--- src/rtl/vbi4_pkg.sv ---
`default_nettype none
// ----------------------------------------------------------------------------
// vbi4_pkg
// Shared types and constants of the vertex bone-influence store.
// ----------------------------------------------------------------------------
package vbi4_pkg;
    localparam int VERTEX_COUNT = 4096;
    localparam int VID_W = $clog2(VERTEX_COUNT);
    localparam int FRAC_BITS = 16;
    localparam int W_W = FRAC_BITS + 1;
    localparam int BONE_W = 8;
    localparam int SQ_W = 2 * W_W + 2;
    localparam int MAG_W = SQ_W / 2;
    localparam int NUM_W = W_W + FRAC_BITS + 1;
    localparam logic [W_W-1:0] W_ONE = W_W'(1) << FRAC_BITS;

    localparam logic [1:0] ACT_FILLED = 2'd0;
    localparam logic [1:0] ACT_REPLACED = 2'd1;
    localparam logic [1:0] ACT_DROPPED = 2'd2;
    localparam logic [1:0] ACT_CLEARED = 2'd3;

    localparam logic OP_ADD = 1'b0;
    localparam logic OP_CLEAR = 1'b1;

    typedef struct packed {
        logic [W_W-1:0] weight_0;
        logic [W_W-1:0] weight_1;
        logic [W_W-1:0] weight_2;
        logic [W_W-1:0] weight_3;
        logic [BONE_W-1:0] bone_0;
        logic [BONE_W-1:0] bone_1;
        logic [BONE_W-1:0] bone_2;
        logic [BONE_W-1:0] bone_3;
        logic [1:0] action;
    } res_t;

    typedef struct packed {
        logic op;
        logic [VID_W-1:0] vertex_id;
        logic [BONE_W-1:0] bone_id;
        logic [W_W-1:0] weight;
    } item_t;

    typedef struct packed {
        logic start;
        logic busy;
    } ctl_t;
endpackage
`default_nettype wire

--- src/rtl/vbi4_div.sv ---
`default_nettype none
// ----------------------------------------------------------------------------
// vbi4_div
// Restoring bit-serial divider, one quotient bit per cycle.
// ----------------------------------------------------------------------------
module vbi4_div
    import vbi4_pkg::*;
(
    input  wire logic             clk,
    input  wire logic             rst_n,
    input  wire ctl_t             ctl_in,
    input  wire logic [NUM_W-1:0] numer,
    input  wire logic [MAG_W-1:0] denom,
    output logic                  done,
    output logic [NUM_W-1:0]      quot
);
    localparam int CNT_W = $clog2(NUM_W + 1);
    logic [NUM_W-1:0] q_reg, q_next;
    logic [MAG_W-1:0] rem_reg, rem_next;
    logic [MAG_W-1:0] d_reg, d_next;
    logic [CNT_W-1:0] cnt_reg, cnt_next;
    logic [MAG_W:0]   sh;

    always_comb
    begin
        q_next = q_reg;
        rem_next = rem_reg;
        d_next = d_reg;
        cnt_next = cnt_reg;
        sh = {rem_reg, q_reg[NUM_W-1]};
        if (ctl_in.start)
        begin
            q_next = numer;
            rem_next = '0;
            d_next = denom;
            cnt_next = CNT_W'(NUM_W);
        end
        else if (cnt_reg != '0)
        begin
            cnt_next = cnt_reg - 1'b1;
            if (sh >= {1'b0, d_reg})
            begin
                rem_next = MAG_W'(sh - {1'b0, d_reg});
                q_next = {q_reg[NUM_W-2:0], 1'b1};
            end
            else
            begin
                rem_next = MAG_W'(sh);
                q_next = {q_reg[NUM_W-2:0], 1'b0};
            end
        end
    end

    always_ff @(posedge clk or negedge rst_n)
    begin
        if (!rst_n)
            cnt_reg <= '0;
        else
            cnt_reg <= cnt_next;
    end

    always_ff @(posedge clk)
    begin
        q_reg <= q_next;
        rem_reg <= rem_next;
        d_reg <= d_next;
    end

    assign done = ctl_in.busy && cnt_reg == '0;
    assign quot = q_reg;
endmodule
`default_nettype wire

--- config.mk ---
export PLATFORM = sky130hd
export DESIGN_NAME = vbi4_div
export DESIGN_NICKNAME = d
export VERILOG_FILES = /design/src/rtl/vbi4_pkg.sv /design/src/rtl/vbi4_div.sv
export SDC_FILE = /design/constraint.sdc
export NUM_CORES = 1
export LEC_CHECK = 0
export BUFFER_PORTS_ARGS = -buffer_cell sky130_fd_sc_hd__buf_2
export CAP_MARGIN = 15
export CORE_MARGIN = 2
export CORE_UTILIZATION = 40
export CTS_CLUSTER_SIZE = 16
export DETAILED_ROUTE_END_ITERATION = 16
export GPL_TIMING_DRIVEN = 0
export PLACE_DENSITY = 0.69
export SYNTH_ARGS = -nofsm -noshare
export SYNTH_HDL_FRONTEND = slang
export SYNTH_SLANG_ARGS = --single-unit
--- constraint.sdc ---
create_clock -name clk -period 2.5 [get_ports clk]
set_input_delay 0.375 -clock clk [delete_from_list [all_inputs] [get_ports clk]]
set_output_delay 0.375 -clock clk [all_outputs]
set_load 0.01 [all_outputs]
==> out/results.ini <==
[run_status]
status = completed

[floorplanning]
pin_count = 91
start_util_pct = 40.5
design.core.area_um2 = 10200
rows = 37
die_y_um = 106
die_x_um = 106
die_area_um2 = 11100

[global_routing]
grt_overflow = 0
grt_max_degree = 36
grt_use_total_pct = 17.4
grt_pass1_wl_um = 15400
grt_pass1_vias = 3240
antenna_found_initial = 0

[worst_setup_path]
path_max_fanout = 2
crit_slowest_cell = fa_2
reg2reg_depth = 10
max_stage_delay_ps = 400
crit_type = flop to flop
cp.arrival_ps = 2700
cp-end-kind = flop
crit_buf_inv = 1
required_ps = 2750
path_depth = 10
cp-start-kind = flop
cp_top_family = compound AO/OA/AOI/OAI gates
worstPathCellList = inv_1, ha_2, fa_2, nand2b_4, a21oi_4, o2111ai_4, a31oi_4, mux2i_1, nor4_1, a2111oi_1

[sta]
min_period_ps = 2450
slew_violations = 0
skew_ps = 14.0
slew_headroom_pct = 62.2
rsz0062_at_grt = yes
tns_ps = 0
report.final.setup_viol = 0
tightest_slew_ps = 566
clock.fmax_mhz = 408
fin_crit_sh_pct = 98.0
finalHoldViolCount = 0

[pwr]
power_frac_clock_pct = 21.0
power_density_nw_per_um2 = 968
switching_power_mw = 1.87
ir_worst_vdd_uv = 522
p_int_mw = 3.25
p_leak_nw = 2.29
comb_power_share_pct = 44.1
seqPwrFrac_pct = 34.9
netSwitchingFraction_pct = 36.5

[cts]
clockBufferDepth = 2
cts_tree = built
cts.clk_slew.worst_paths_ps = 90
clock_latency_ps = 350
cts_sinks = 76
cts_max_level = 3
cts_made_buffers = 9
cts_root_buf = clkbuf_8

[synth]
seq_area_frac_synth_pct = 50.2
synth-edff-count = 52
synth_cell_type_count = 57
synthTopCellsByCount = 52 x edfxtp_1, 33 x mux2_2, 31 x nor2_1, 27 x inv_1, 24 x a21oi_1
async_flop_share_pct = 7.89
synth_top_cell_by_area = edfxtp_1
synth_top_area_share_pct = 37.8
synthesis.nets = 438
yosys_register_bits = 76
syn_inst = 362
synth_ff_type = edfxtp_1
ys_top_cells_by_area = edfxtp_1 38%, mux2_2 9.0%, dfxtp_1 8.7%
yosysMostFrequentCell = edfxtp_1
yosys_warnings = 0
netlist_area_um2 = 4130
syn_area_per_cell_um2 = 11.4

[hold_path]
hp-class = input port to flop
whs_path_depth = 1

[routing]
wirelength_um = 9730
antenna_left = 0
wl_per_cell_um = 15.8
drt_iter0_drc = 191
drt-vias-per-instance = 5.19
dr.pass1.iters = 4
drcViolationCount = 0
vias = 3201

[layout]
fin_cells = 617
largest_register_ff_count = 34
fillers = 933
nets = 552
antennaDiodeCount = 0
drive_above_1_share_pct = 39.3
area_growth_pct = 28.2

[placement]
dp.cells = 588
io_buffer_count = 90
place.detailed.hpwl_um = 6810
place_congestion = 0.849

[flow_run]
drv_cap = 0

path summary, 6_finish.rpt:
check | from | endpoint | slack (ps)
worst max-delay path | quot[33] | rem_reg[14] | 50
worst min-delay path | denom[15] | d_reg[15] | 190
worst max register to register | quot[33] | rem_reg[14] | 50
worst min register to register | rem_reg[2] | rem_reg[2] | 530
max in group asynchronous | rst_n | cnt_reg[5] | 1970
min in group asynchronous | rst_n | cnt_reg[0] | 370
logic make-up after synthesis:
family / Yosys count / share of synthesized area [%]
simple gates: 88 / 10.8
compound gates: 76 / 13.6
flops: 76 / 50.2
mux: 47 / 12.4
buf+inv: 43 / 4.21
fa+ha+maj: 20 / 6.24
xor+xnor: 12 / 2.55
area by class of cell:
type	instances	area [um2]	share of cell area (%)
Buffer	16	91.3	1.73
Clock buffer	10	128	2.41
Clock inverter	6	95.1	1.80
Inverter	27	101	1.91
Multi-Input combinational cell	243	2080	39.4
Sequential cell	76	2070	39.1
Tap cell	136	170	3.22
Timing Repair Buffer	103	551	10.4
metal layers:
| metal | track usage [%] | up-vias | routed length (um) |
|---|---|---|---|
| met5 | 0 | - | 0 |
| met4 | 5.55 | 0 | 128 |
| met3 | 6.49 | 12 | 717 |
| met2 | 28.6 | 105 | 4650 |
| met1 | 21.4 | 1513 | 4230 |
| li1 | - | 1571 | - |
placed cells by master, fill, tap and decap left out, types with 4 or more instances in the layout:
cell,Yosys,layout
buf_2,4,90
edfxtp_1,52,52
mux2_2,33,33
nor2_1,31,30
inv_1,27,26
a21oi_1,24,22
dfxtp_1,18,18
buf_4,0,15
mux2i_1,14,14
nand2_1,13,13
a211oi_1,13,12
ha_1,19,12
xnor2_1,10,10
clkbuf_1,10,9
clkbuf_8,0,9
nor3_1,8,8
nand2b_1,9,7
o21ai_0,8,7
ha_4,0,6
dfrtp_1,6,6
nor2b_1,4,4
a21o_1,4,4
power by group through the flow:
stage               combinational [mW]  sequential, mW  clock [mW]
CTS                               2.00            1.77        1.10
finish                            2.26            1.79        1.07
global route                      2.44            1.82        1.15
global placement                  1.90            1.78           0
detailed placement                1.94            1.78           0
floorplan                         1.48            1.79           0
timing repair:
action | CTS | global route
setup buffers | 2 | 10
endpoints found under the setup margin | 50 | 17
endpoints found under the hold margin | 6 | 0
hold buffers | 1 | 0
resized for setup | 12 | 38
pin swaps | 3 | 15
stage by stage:
stage	power (mW)	cell area [um2]	hold WS (ps)	setup WS, ps	util (%)
after floorplan	3.27	4130	79.4	39.5	-
after global routing	5.41	5290	168	-102	52.0
after detailed placement	3.73	4750	212	-249	46.6
final	5.12	5290	189	49.8	52.0
after global placement	3.67	4750	206	-558	46.6
after CTS	4.86	5040	170	1.13	49.5
worst reg2reg max path, stage by stage (launching register included):
cell and delay, ps:
edfxtp_1 360, inv_1 50, ha_2 190, fa_2 400, nand2b_4 170, a21oi_4 180
o2111ai_4 150, a31oi_4 210, mux2i_1 240, nor4_1 70, a2111oi_1 330
No activity file was read; power rests on OpenSTA's default activity.
