**config.mk**
```make
export PLATFORM = sky130hd
export DESIGN_NAME = vbi4_sqrt
export DESIGN_NICKNAME = d
export VERILOG_FILES = /design/src/rtl/vbi4_pkg.sv /design/src/rtl/vbi4_sqrt.sv
export SDC_FILE = /design/constraint.sdc
export NUM_CORES = 1
export LEC_CHECK = 0
export BUFFER_PORTS_ARGS = -buffer_cell sky130_fd_sc_hd__clkbuf_2
export CAP_MARGIN = 5
export CORE_MARGIN = 3
export CORE_UTILIZATION = 55
export CTS_CLUSTER_DIAMETER = 30
export DETAILED_ROUTE_END_ITERATION = 7
export PLACE_DENSITY = 0.82
export SYNTH_ARGS = -nofsm -noshare
export SYNTH_HDL_FRONTEND = slang
export SYNTH_SLANG_ARGS = --single-unit
```
**constraint.sdc**
```tcl
create_clock -name clk -period 7 [get_ports clk]
set_input_delay 0.35 -clock clk [delete_from_list [all_inputs] [get_ports clk]]
set_output_delay 0.35 -clock clk [all_outputs]
set_load 0.05 [all_outputs]
```
**src/rtl/vbi4_pkg.sv**
```systemverilog
`default_nettype none
// ----------------------------------------------------------------------------
// vbi4_pkg
// Shared types and constants of the vertex bone-influence store.
// ----------------------------------------------------------------------------
package vbi4_pkg;
    localparam int VERTEX_COUNT = 4096;
    localparam int VID_W = $clog2(VERTEX_COUNT);
    localparam int FRAC_BITS = 16;
    localparam int W_W = FRAC_BITS + 1;
    localparam int BONE_W = 8;
    localparam int SQ_W = 2 * W_W + 2;
    localparam int MAG_W = SQ_W / 2;
    localparam int NUM_W = W_W + FRAC_BITS + 1;
    localparam logic [W_W-1:0] W_ONE = W_W'(1) << FRAC_BITS;

    localparam logic [1:0] ACT_FILLED = 2'd0;
    localparam logic [1:0] ACT_REPLACED = 2'd1;
    localparam logic [1:0] ACT_DROPPED = 2'd2;
    localparam logic [1:0] ACT_CLEARED = 2'd3;

    localparam logic OP_ADD = 1'b0;
    localparam logic OP_CLEAR = 1'b1;

    typedef struct packed {
        logic [W_W-1:0] weight_0;
        logic [W_W-1:0] weight_1;
        logic [W_W-1:0] weight_2;
        logic [W_W-1:0] weight_3;
        logic [BONE_W-1:0] bone_0;
        logic [BONE_W-1:0] bone_1;
        logic [BONE_W-1:0] bone_2;
        logic [BONE_W-1:0] bone_3;
        logic [1:0] action;
    } res_t;

    typedef struct packed {
        logic op;
        logic [VID_W-1:0] vertex_id;
        logic [BONE_W-1:0] bone_id;
        logic [W_W-1:0] weight;
    } item_t;

    typedef struct packed {
        logic start;
        logic busy;
    } ctl_t;
endpackage
`default_nettype wire

```
**src/rtl/vbi4_sqrt.sv**
```systemverilog
`default_nettype none
// ----------------------------------------------------------------------------
// vbi4_sqrt
// Bit-serial integer square root, one result bit per cycle.
// ----------------------------------------------------------------------------
module vbi4_sqrt
    import vbi4_pkg::*;
(
    input  wire logic             clk,
    input  wire logic             rst_n,
    input  wire ctl_t             ctl_in,
    input  wire logic [SQ_W-1:0]  radicand,
    output logic                  done,
    output logic [MAG_W-1:0]      root
);
    localparam int CNT_W = $clog2(MAG_W + 1);
    logic [SQ_W-1:0]  x_reg, x_next;
    logic [MAG_W-1:0] rem_reg, rem_next;
    logic [MAG_W-1:0] root_reg, root_next;
    logic [CNT_W-1:0] cnt_reg, cnt_next;
    logic [MAG_W+1:0] trial;
    logic [MAG_W+1:0] shifted;

    always_comb
    begin
        x_next = x_reg;
        rem_next = rem_reg;
        root_next = root_reg;
        cnt_next = cnt_reg;
        shifted = {rem_reg, x_reg[SQ_W-1 -: 2]};
        trial = {root_reg, 2'b01};
        if (ctl_in.start)
        begin
            x_next = radicand;
            rem_next = '0;
            root_next = '0;
            cnt_next = CNT_W'(MAG_W);
        end
        else if (cnt_reg != '0)
        begin
            x_next = x_reg << 2;
            cnt_next = cnt_reg - 1'b1;
            if (shifted >= trial)
            begin
                rem_next = MAG_W'(shifted - trial);
                root_next = {root_reg[MAG_W-2:0], 1'b1};
            end
            else
            begin
                rem_next = MAG_W'(shifted);
                root_next = {root_reg[MAG_W-2:0], 1'b0};
            end
        end
    end

    always_ff @(posedge clk or negedge rst_n)
    begin
        if (!rst_n)
            cnt_reg <= '0;
        else
            cnt_reg <= cnt_next;
    end

    always_ff @(posedge clk)
    begin
        x_reg <= x_next;
        rem_reg <= rem_next;
        root_reg <= root_next;
    end

    assign done = ctl_in.busy && cnt_reg == '0;
    assign root = root_reg;
endmodule
`default_nettype wire

```
==> results of run 1 <==
==> kinds of logic (layout without fill, tap and decap cells) <==
logic type / Yosys count / count (layout) / synth area share (%)
multiplexers: 41 / 41 / 10.73
buffers and inverters: 50 / 107 / 4.670
flip-flops: 77 / 77 / 45.52
XOR/XNOR: 9 / 9 / 1.862
AND/OR/NAND/NOR: 128 / 128 / 14.19
adder cells (fa/ha/maj): 22 / 22 / 6.503
AO/OA/AOI/OAI: 104 / 104 / 16.52
==> synthesized netlist by cell type, drive strengths merged (4+ instances only) <==
cell type  instances
o21a               4
dfxtp             36
a32oi              5
dfrtp              5
nor3               7
nand3              4
mux2              35
o211ai             7
a311oi             5
nand2             52
a21oi             38
o21ai             10
a21o               4
ha                22
xnor2              4
nand2b             6
inv               28
mux2i              6
buf                6
edfxtp            36
clkbuf            16
nor2b              8
xor2               5
o31ai              5
nor2              32
a211oi             9
==> metrics by stage <==
| step | power (mW) | std cells | worst slack (ns) | area [um^2] |
|---|---|---|---|---|
| after detailed placement | 1.441 | 570 | 3.868 | 4593 |
| after floorplan | 1.286 | 431 | 4.364 | 4233 |
| after CTS | 1.755 | 587 | 3.818 | 4777 |
| after global routing | 1.885 | 587 | 3.479 | 4777 |
| final | 1.756 | 587 | 3.826 | 4777 |
| after global placement | 1.414 | 570 | 3.966 | 4593 |
==> layer usage <==
metal  track usage, %  up-vias  part of all wire [%]
li1                 -     1673                     -
met1            29.63     1583                    46
met2            34.24       69                    48
met3            6.090       15                   4.5
met4            7.100        0                   1.6
met5                0        -                     0
==> area by class of cell <==
| type | instances | area share (%) |
|---|---|---|
| Clock buffer | 9 | 2.593 |
| Clock inverter | 7 | 1.048 |
| Inverter | 28 | 2.200 |
| Multi-Input combinational cell | 304 | 44.32 |
| Sequential cell | 77 | 40.34 |
| Tap cell | 99 | 2.593 |
| Timing Repair Buffer | 63 | 6.915 |
==> power by group through the flow <==
stage / clock network [mW] / registers (mW) / logic [mW]
3_5_place_dp: 0 / 0.606 / 0.835
2_1_floorplan: 0 / 0.606 / 0.680
3_3_place_gp: 0 / 0.603 / 0.811
6_report: 0.300 / 0.597 / 0.859
5_1_grt: 0.325 / 0.607 / 0.953
4_1_cts: 0.310 / 0.596 / 0.849
==> critical path, stage by stage (launching register included) <==
cell      delay, ns
dfxtp_1        0.38
inv_1          0.06
ha_1           0.35
a21oi_1        0.36
o211ai_1       0.18
a31oi_1        0.19
o311a_1        1.02
mux2_2         0.42
o21ai_0        0.14
==> timing repair <==
item / 4_1_cts / 5_1_grt
resized for setup: 0 / 0
endpoints found under the hold margin: 5 / 0
hold buffers: 1 / 0
==> worst paths after layout <==
path / start / to / slack, ns / cells after the start
worst max register to register: root[3]$_SDFFE_PP0P_ / rem_reg[1]$_SDFFE_PP0P_ / 3.83 / 8
worst min register to register: rem_reg[16]$_SDFFE_PP0P_ / rem_reg[16]$_SDFFE_PP0P_ / 0.48 / 2
worst min-delay path: radicand[0] / x_reg[0]$_SDFFCE_PN0P_ / 0.28 / 2
min in group asynchronous: rst_n / cnt_reg[0]$_DFFE_PN0P_ / 0.34 / 2
worst max-delay path: root[3]$_SDFFE_PP0P_ / rem_reg[1]$_SDFFE_PP0P_ / 3.83 / 8
max in group asynchronous: rst_n / cnt_reg[4]$_DFFE_PN0P_ / 6.52 / 2
==> summary.txt, run 1 <==
Route
  • Wire per inst: 15.40 um
  • Vias: 3,340
  • # DRC: 0
  • Final WL: 9038 um
  • Routed vias/inst: 5.690
  • 1st-iter DRT viols: 175
  • Drt first pass iters: 4
  • Post-route ant nets: 0

Power and ir drop
  • Clk pwr share: 17.1%
  • Static Leakage: 1.938 nW
  • Sequential fraction of design power: 34.0%
  • Internal Pwr Total: 1.049 mW
  • P_sw: 707.0 uW
  • Logic pwr share: 48.9%
  • Worst VDD drop: 0.1644 mV
  • Net Sw Frac: 40.26%
  • Pwr Density: 367.6 nW/um^2

Layout
  • Layout Nets: 545
  • # diodes: 0
  • Area of the multi-input gates: 2117 um^2
  • Share of layout cells above drive strength 1: 23.77%
  • Number of fill cells: 602
  • Util after Layout: 64.82%
  • Most used cells in the layout excluding fill and tap cells: clkbuf_2 (58), nand2_1 (52), a21oi_1 (38), dfxtp_1 (36), edfxtp_1 (36)
  • Max reg flops: 36
  • Layout area overhead: 12.86%
  • Most common cell after layout, fill and taps aside: clkbuf_2
  • Sequential Area: 1927 um^2

CTS
  • Worst-path clk slew: 0.08 ns
  • TritonCTS Buffers: 9
  • TritonCTS clock tree: built
  • H-tree lvl count: 3
  • Clock Sinks: 77
  • CTS Buffer Depth: 2
  • Clk_lat worst skew: 0.36 ns
  • Clock root buffer: clkbuf_8
  • Post-CTS Setup Bufs: 0

Yosys
  • Synthesized netlist cell count: 431
  • Syn avg cell area: 9.821 um^2
  • EDFF count, synth: 36
  • Synth area leader: edfxtp_1
  • Yosys Warn Count: 0
  • Dominant cells by area after synthesis: edfxtp_1 (26%), dfxtp_1 (17%), mux2_2 (9.3%)
  • Syn Nets: 493
  • Cell variety after synth: 53
  • Async SR Flop Fraction: 6.494%
  • Sequential share of the synthesized area: 45.52%
  • Prevailing post-synth register cell: edfxtp_1
  • #FFs+latches synth: 77
  • Post-synth top area share: 25.54%
  • Syn Std Cell Area: 4233 um^2

Die
  • Starting Density: 57.44%
  • Die Wd: 93.73 um
  • Die Ht: 93.73 um
  • IO Count: 59
  • Site row count: 31
  • Die area: 8784 um^2
  • Core region area: 7370 um^2

Worst setup path
  • CP startpoint kind: register
  • Arr. time, crit path: 3.45 ns
  • Worst setup EP type: register
  • CP max FO: 31
  • CP required: 7.28 ns
  • Setup CP Type: register to register

Timing
  • Post-layout minimum cycle time: 3.174 ns
  • Max Clk Rate: 315.1 MHz
  • Final setup fails: 0
  • Final period utilization: 45.34%
  • Final hold violations: 0
  • RSZ-0062 raised after global routing: no
  • Actual slew at the worst max-slew pin: 1.262 ns
  • Worst Skew: 0.01062 ns
  • Worst hold slack: 0.2776 ns
  • Total negative slack: 0 ns
  • Pins Over Slew Limit: 0
  • Max-slew headroom: 15.87%

Worst hold path
  • Worst Hold Class: primary input to register

Placement
  • PortBufs: 58
  • DP Wirelength: 6190 um
  • GPL Wtd Cong: 0.8599

GRT
  • GRT Resource Usage Total: 21.97%
  • Initial antenna violation count: 0
  • Vias in the first global route: 3,264
  • First-pass GRT wire length: 15,410 um
  • Overflow after GRT: 0
  • Largest net degree at the start of global routing: 77

Job
  • Max_cap viols: 0

Outcome
  • Outcome: complete, no violations
Power figures use the tool's default switching activity.
==> run 2: changes to the inputs <==
- CORE_UTILIZATION: 55 -> 52
- PLACE_DENSITY: 0.82 -> 0.81
- clock period: 7 -> 2.86 ns (I/O delays scaled with it)
==> summary.txt, run 2 (same netlist as run 1, synthesis figures left out) <==
Layout
  • Final Cell Area: 4896 um^2 (+2.5%)
  • Most used cells in the layout excluding fill and tap cells: clkbuf_2 (58), nand2_1 (52), a21oi_1 (38), dfxtp_1 (36), edfxtp_1 (36)
  • Share of layout cells above drive strength 1: 24.34% (+0.57 points)
  • Max reg flops: 36 (unchanged)
  • Final non-filler cell total: 595 (+1.4%)
  • # diodes: 0 (unchanged)
  • Most common cell after layout, fill and taps aside: clkbuf_2
  • Number of fill cells: 671 (+11%)
  • Layout Nets: 550 (+0.92%)
  • Layout area overhead: 15.67%

Route
  • Post-route ant nets: 0 (unchanged)
  • 1st-iter DRT viols: 257 (+47%)
  • Vias: 3,360 (+0.60%)
  • Wire per inst: 14.88 um (-3.4%)
  • Routed vias/inst: 5.647 (-0.75%)
  • # DRC: 0 (unchanged)
  • Drt first pass iters: 4 (unchanged)
  • Final WL: 8852 um (-2.1%)

Worst setup path
  • CP peak stage delay: 0.40 ns (-0.62 ns)
  • CP max FO: 21 (-32%)
  • Critical path depth: 9 (+1)
  • Reg-to-reg endpoint: rem_reg[2]$_SDFFE_PP0P_
  • Worst path bufs/invs: 2 (+1)
  • R2r setup slk: 0.28 ns (-3.54 ns)
  • Path depth of the worst reg2reg path: 9 (+1)
  • Worst setup EP type: register
  • CP startpoint kind: register
  • CP required: 3.12 ns (-4.16 ns)
  • Top delay family on crit path: compound AO/OA/AOI/OAI gates
  • Crit-path cells: inv_1 > ha_1 > a21oi_1 > o221ai_1 > a31oi_1 > o311a_1 > buf_4 > or3_1 > a311oi_1
  • Arr. time, crit path: 2.84 ns (-0.61 ns)
  • Slowest-stage cell, CP: ha_1
  • R2r startpoint: root[7]$_SDFFE_PP0P_
  • Setup CP Type: register to register

Die
  • Core region area: 7807 um^2 (+5.9%)
  • Die Wd: 96.22 um (+2.7%)
  • Die area: 9258 um^2 (+5.4%)
  • Starting Density: 54.21% (-3.2 points)
  • IO Count: 59 (unchanged)
  • Die Ht: 96.22 um (+2.7%)
  • Site row count: 32 (+3.2%)

CTS
  • TritonCTS Buffers: 9 (unchanged)
  • Clk_lat worst skew: 0.35 ns (about the same)
  • H-tree lvl count: 3 (unchanged)
  • CTS Buffer Depth: 2 (unchanged)
  • Post-CTS Setup Bufs: 0 (unchanged)
  • Hold buffers post-CTS: 1 (unchanged)
  • Worst-path clk slew: 0.08 ns (about the same)
  • # resized after CTS: 0 (unchanged)
  • TritonCTS clock tree: built
  • Clock Sinks: 77 (unchanged)
  • Clock root buffer: clkbuf_8

Power and ir drop
  • Net Sw Frac: 37.19% (-3.1 points)
  • Pwr Density: 933.8 nW/um^2 (+150%)
  • Sequential fraction of design power: 31.9% (-2.1 points)
  • Power Total: 4.572 mW (+160%)
  • P_sw: 1.700 mW (+140%)
  • Internal Pwr Total: 2.872 mW (+170%)
  • Clk pwr share: 21.8% (+4.7 points)
  • Static Leakage: 2.003 nW (+3.3%)
  • Worst VDD drop: 0.4852 mV (+200%)
  • Logic pwr share: 46.3% (-2.6 points)

Timing
  • Final period utilization: 90.16% (+45 points)
  • Final hold violations: 0 (unchanged)
  • Pins Over Slew Limit: 0 (unchanged)
  • Max-slew headroom: 70.98% (+55 points)
  • Total negative slack: 0 ns (unchanged)
  • Final setup fails: 0 (unchanged)
  • Final worst slack: 0.2815 ns (-3.545 ns)
  • RSZ-0062 raised after global routing: no
  • Worst Skew: 0.008767 ns (-0.001856 ns)
  • Post-layout minimum cycle time: 2.579 ns (-0.5950 ns)
  • Actual slew at the worst max-slew pin: 0.4353 ns (-0.8267 ns)
  • Max Clk Rate: 387.8 MHz (+23%)

Placement
  • Cells after DPL: 578 (+1.4%)
  • Worst slack at placement: 0.3159 ns (-3.552 ns)
  • PortBufs: 58 (unchanged)
  • Placed Area: 4647 um^2 (+1.2%)
  • GPL Wtd Cong: 0.9608 (+12%)
  • DP Wirelength: 6265 um (+1.2%)

GRT
  • Overflow after GRT: 0 (unchanged)
  • Vias in the first global route: 3,324 (+1.8%)
  • First-pass GRT wire length: 14,830 um (-3.8%)
  • Initial antenna violation count: 0 (unchanged)
  • Largest net degree at the start of global routing: 76 (-1.3%)
  • GRT Resource Usage Total: 20.49% (-1.5 points)

Worst hold path
  • Hold Crit Start: radicand[1]
  • Hold Crit Depth: 2 (unchanged)
  • Worst Hold Class: primary input to register
  • Min-Delay Endpoint: x_reg[1]$_SDFFCE_PN0P_

Job
  • Max_cap viols: 0 (unchanged)

Outcome
  • Outcome: complete, no violations
run 2: changes by cell type in the layout (fill, tap and decap cells not counted), sizes merged:
cell and delta:
bufinv +3, clkinvlp -2, clkbuf +1, clkinv -2
buf +5
run 2: cell type report:
cell class	count	area, um^2	share of cell area (%)
clock buffers	10	127.6	2.607
well taps	102	127.6	2.607
flip-flops and latches	77	1927	39.36
inverters	28	105.1	2.147
multi-input cells	304	2117	43.24
repair buffers	68	380.4	7.769
clock inverters	6	111.4	2.274
run 2: worst max-delay path by stage:
| stage | startpoint | to | slack, ns |
|---|---|---|---|
| after floorplan | root[9]$_SDFFE_PP0P_ | rem_reg[17]$_SDFFE_PP0P_ | 0.22 |
| after global placement | root[7]$_SDFFE_PP0P_ | rem_reg[2]$_SDFFE_PP0P_ | 0.38 |
| after detailed placement | root[7]$_SDFFE_PP0P_ | rem_reg[2]$_SDFFE_PP0P_ | 0.32 |
| after CTS | root[7]$_SDFFE_PP0P_ | rem_reg[2]$_SDFFE_PP0P_ | 0.28 |
| after global routing | root[7]$_SDFFE_PP0P_ | rem_reg[2]$_SDFFE_PP0P_ | 0.1 |
| final | root[7]$_SDFFE_PP0P_ | rem_reg[2]$_SDFFE_PP0P_ | 0.28 |
run 2: stage by stage:
| step | hold slack [ns] | utilization [%] |
|---|---|---|
| final | 0.08727 | 62.71 |
| after CTS | 0.07360 | 62.71 |
| after detailed placement | -0.03281 | 59.52 |
| after global routing | 0.07507 | 62.71 |
| after global placement | -0.03830 | 59.52 |
| after floorplan | -0.1526 | - |
run 2: power groups by stage:
stage	logic, mW	registers, mW	clock network (mW)
floorplan	1.67	1.48	0
global placement	2.03	1.47	0
global route	2.34	1.48	1.06
detailed placement	2.07	1.48	0
CTS	2.10	1.46	1.01
finish	2.12	1.46	0.997
run 2: worst reg2reg max path, delay by kind of cell (launching register included):
kind	cells	cell delay [ns]
compound gates	5	1.06
fa+ha+maj	1	0.40
buf+inv	2	0.27
flops	1	0.38
simple gates	1	0.39
run 2: routing by layer:
metal | vias to the layer above | share of wire (%) | track usage [%]
li1 | 1688 | - | -
met1 | 1569 | 43 | 24.89
met2 | 89 | 49 | 34.10
met3 | 14 | 6.3 | 6.333
met4 | 0 | 1.8 | 7.464
met5 | - | 0 | 0
==> run 3: changes to the inputs <==
- RECOVER_POWER: unset -> 100
==> summary.txt, run 3 (same netlist as run 1, synthesis figures left out) <==
Outcome
  • Outcome: finished with violations
  • Failing checks: capacitance limit, slew limit

Worst setup path
  • CP max FO: 21 (unchanged)
  • Worst setup EP type: register
  • CP required: 3.09 ns (-0.03 ns)
  • Critical path startpoint: root[9]$_SDFFE_PP0P_
  • R2r startpoint: root[9]$_SDFFE_PP0P_
  • Arr. time, crit path: 2.85 ns (about the same)
  • CP startpoint kind: register
  • Path depth of the worst reg2reg path: 9 (unchanged)
  • R2r setup slk: 0.25 ns (-0.04 ns)
  • Setup crit end: rem_reg[2]$_SDFFE_PP0P_
  • Reg-to-reg endpoint: rem_reg[2]$_SDFFE_PP0P_
  • Setup CP Type: register to register
  • Slowest-stage cell, CP: ha_1
  • Crit-path cells: inv_1 > ha_1 > nand4_1 > o221ai_1 > a31oi_1 > o311a_1 > buf_4 > or3_1 > a311oi_1
  • CP peak stage delay: 0.39 ns (about the same)

CTS
  • Clock root buffer: clkbuf_8
  • Post-CTS Setup Bufs: 0 (unchanged)
  • H-tree lvl count: 3 (unchanged)
  • Clk_lat worst skew: 0.35 ns (about the same)
  • Worst-path clk slew: 0.08 ns (about the same)
  • Clock Sinks: 77 (unchanged)
  • TritonCTS Buffers: 9 (unchanged)
  • TritonCTS clock tree: built
  • CTS Buffer Depth: 2 (unchanged)

GRT
  • Vias in the first global route: 3,324 (unchanged)
  • Overflow after GRT: 0 (unchanged)
  • Initial antenna violation count: 0 (unchanged)
  • First-pass GRT wire length: 14,830 um (unchanged)
  • GRT Resource Usage Total: 20.49% (unchanged)
  • Largest net degree at the start of global routing: 76 (unchanged)

Die
  • IO Count: 59 (unchanged)
  • Starting Density: 54.21% (unchanged)
  • Site row count: 32 (unchanged)
  • Die Ht: 96.22 um (unchanged)
  • Die Wd: 96.22 um (unchanged)
  • Die area: 9258 um^2 (unchanged)
  • Core region area: 7807 um^2 (unchanged)

Route
  • 1st-iter DRT viols: 259 (+0.78%)
  • # DRC: 0 (unchanged)
  • Final WL: 8799 um (-0.60%)
  • Drt first pass iters: 4 (unchanged)
  • Routed vias/inst: 5.704 (+1.0%)
  • Post-route ant nets: 0 (unchanged)
  • Vias: 3,394 (+1.0%)
  • Wire per inst: 14.79 um (-0.60%)

Placement
  • Worst slack at placement: 0.3159 ns (unchanged)
  • DP Wirelength: 6265 um (unchanged)
  • PortBufs: 58 (unchanged)
  • Cells after DPL: 578 (unchanged)
  • GPL Wtd Cong: 0.9608 (unchanged)

Worst hold path
  • Worst Hold Class: primary input to register
  • Hold Crit Depth: 2 (unchanged)

Timing
  • Final setup fails: 0 (unchanged)
  • Worst Skew: 0.009633 ns (+0.0008665 ns)
  • Pins Over Slew Limit: 76 (+76)
  • Total negative slack: 0 ns (unchanged)
  • Final worst slack: 0.2462 ns (-0.03525 ns)
  • Max-slew headroom: -6.586% (-78 points)
  • Final period utilization: 91.39% (+1.2 points)
  • RSZ-0062 raised after global routing: no
  • Actual slew at the worst max-slew pin: 1.599 ns (+1.164 ns)
  • Max Clk Rate: 382.6 MHz (-1.3%)
  • Post-layout minimum cycle time: 2.614 ns (+0.03525 ns)
  • Final hold violations: 0 (unchanged)

Layout
  • Most common cell after layout, fill and taps aside: nand2_1
  • Max reg flops: 36 (unchanged)
  • Most used cells in the layout excluding fill and tap cells: nand2_1 (52), clkbuf_2 (41), a21oi_1 (38), dfxtp_1 (36), edfxtp_1 (36)
  • Share of layout cells above drive strength 1: 19.68% (-4.7 points)
  • # diodes: 0 (unchanged)
  • Final non-filler cell total: 595 (unchanged)
  • Layout area overhead: 14.01%
  • Util after Layout: 61.81% (-0.90 points)
  • Layout Nets: 550 (unchanged)

Power and ir drop
  • Power Total: 4.552 mW (-0.44%)
  • Static Leakage: 1.919 nW (-4.2%)
  • Pwr Density: 943.2 nW/um^2 (+1.0%)
  • Worst VDD drop: 0.4848 mV (about the same)

Job
  • Max_cap viols: 1 (+1)
[run 3: cell count changes in the layout (fill, tap and decap cells not counted), moves of 2 or more]
| cell | delta |
|---|---|
| and2_0 | +2 |
| and2_1 | -2 |
| buf_4 | -3 |
| clkbuf_1 | +21 |
| clkbuf_2 | -17 |
[run 3: how the worst min path moves through the flow]
stage	startpoint	to	slack [ns]
CTS	radicand[1]	x_reg[1]$_SDFFCE_PN0P_	0.07
finish	radicand[1]	x_reg[1]$_SDFFCE_PN0P_	0.09
global placement	rst_n	cnt_reg[1]$_DFFE_PN0P_	-0.04
global route	radicand[28]	x_reg[28]$_DFFE_PP_	0.08
floorplan	rst_n	cnt_reg[0]$_DFFE_PN0P_	-0.15
detailed placement	rst_n	cnt_reg[2]$_DFFE_PN0P_	-0.03
[run 3: cell type report]
class	instances	area, um^2
Multi-Input combinational cell	304	2096
Inverter	28	105.1
Tap cell	102	127.6
Clock inverter	6	111.4
Fill cell	685	2982
Sequential cell	77	1927
Clock buffer	10	127.6
Timing Repair Buffer	68	331.6
[run 3: worst max-delay path: cells and delay by family (launching register included)]
family	cells	cell delay [ns]
buf+inv	2	0.27
fa+ha+maj	1	0.39
compound gates	4	0.88
flops	1	0.38
simple gates	2	0.56
[run 3: repair_timing]
action                    CTS  global route
hold endpoints to repair    5             0
hold buffers                1             0
resized for setup           0             0
[run 3: through the flow]
stage	cell area (um^2)	hold WS, ns
after global placement	4647	-0.03830
final	4826	0.08861
after floorplan	4233	-0.1526
after global routing	4826	0.07526
after CTS	4896	0.07360
after detailed placement	4647	-0.03281
[run 3: layer usage]
layer  track usage [%]  up-vias  routed length, um
met5                 0        -                  0
met3             6.333       19                609
met1             24.89     1590               3657
met2             34.10      100               4362
li1                  -     1685                  -
met4             7.464        0                169
[run 3: power breakdown]
group / total, mW / internal [mW] / switching, mW
clock: 0.996 / 0.582 / 0.414
sequential: 1.45 / 1.34 / 0.114
combinational: 2.10 / 0.939 / 1.16
total: 4.55 / 2.86 / 1.69
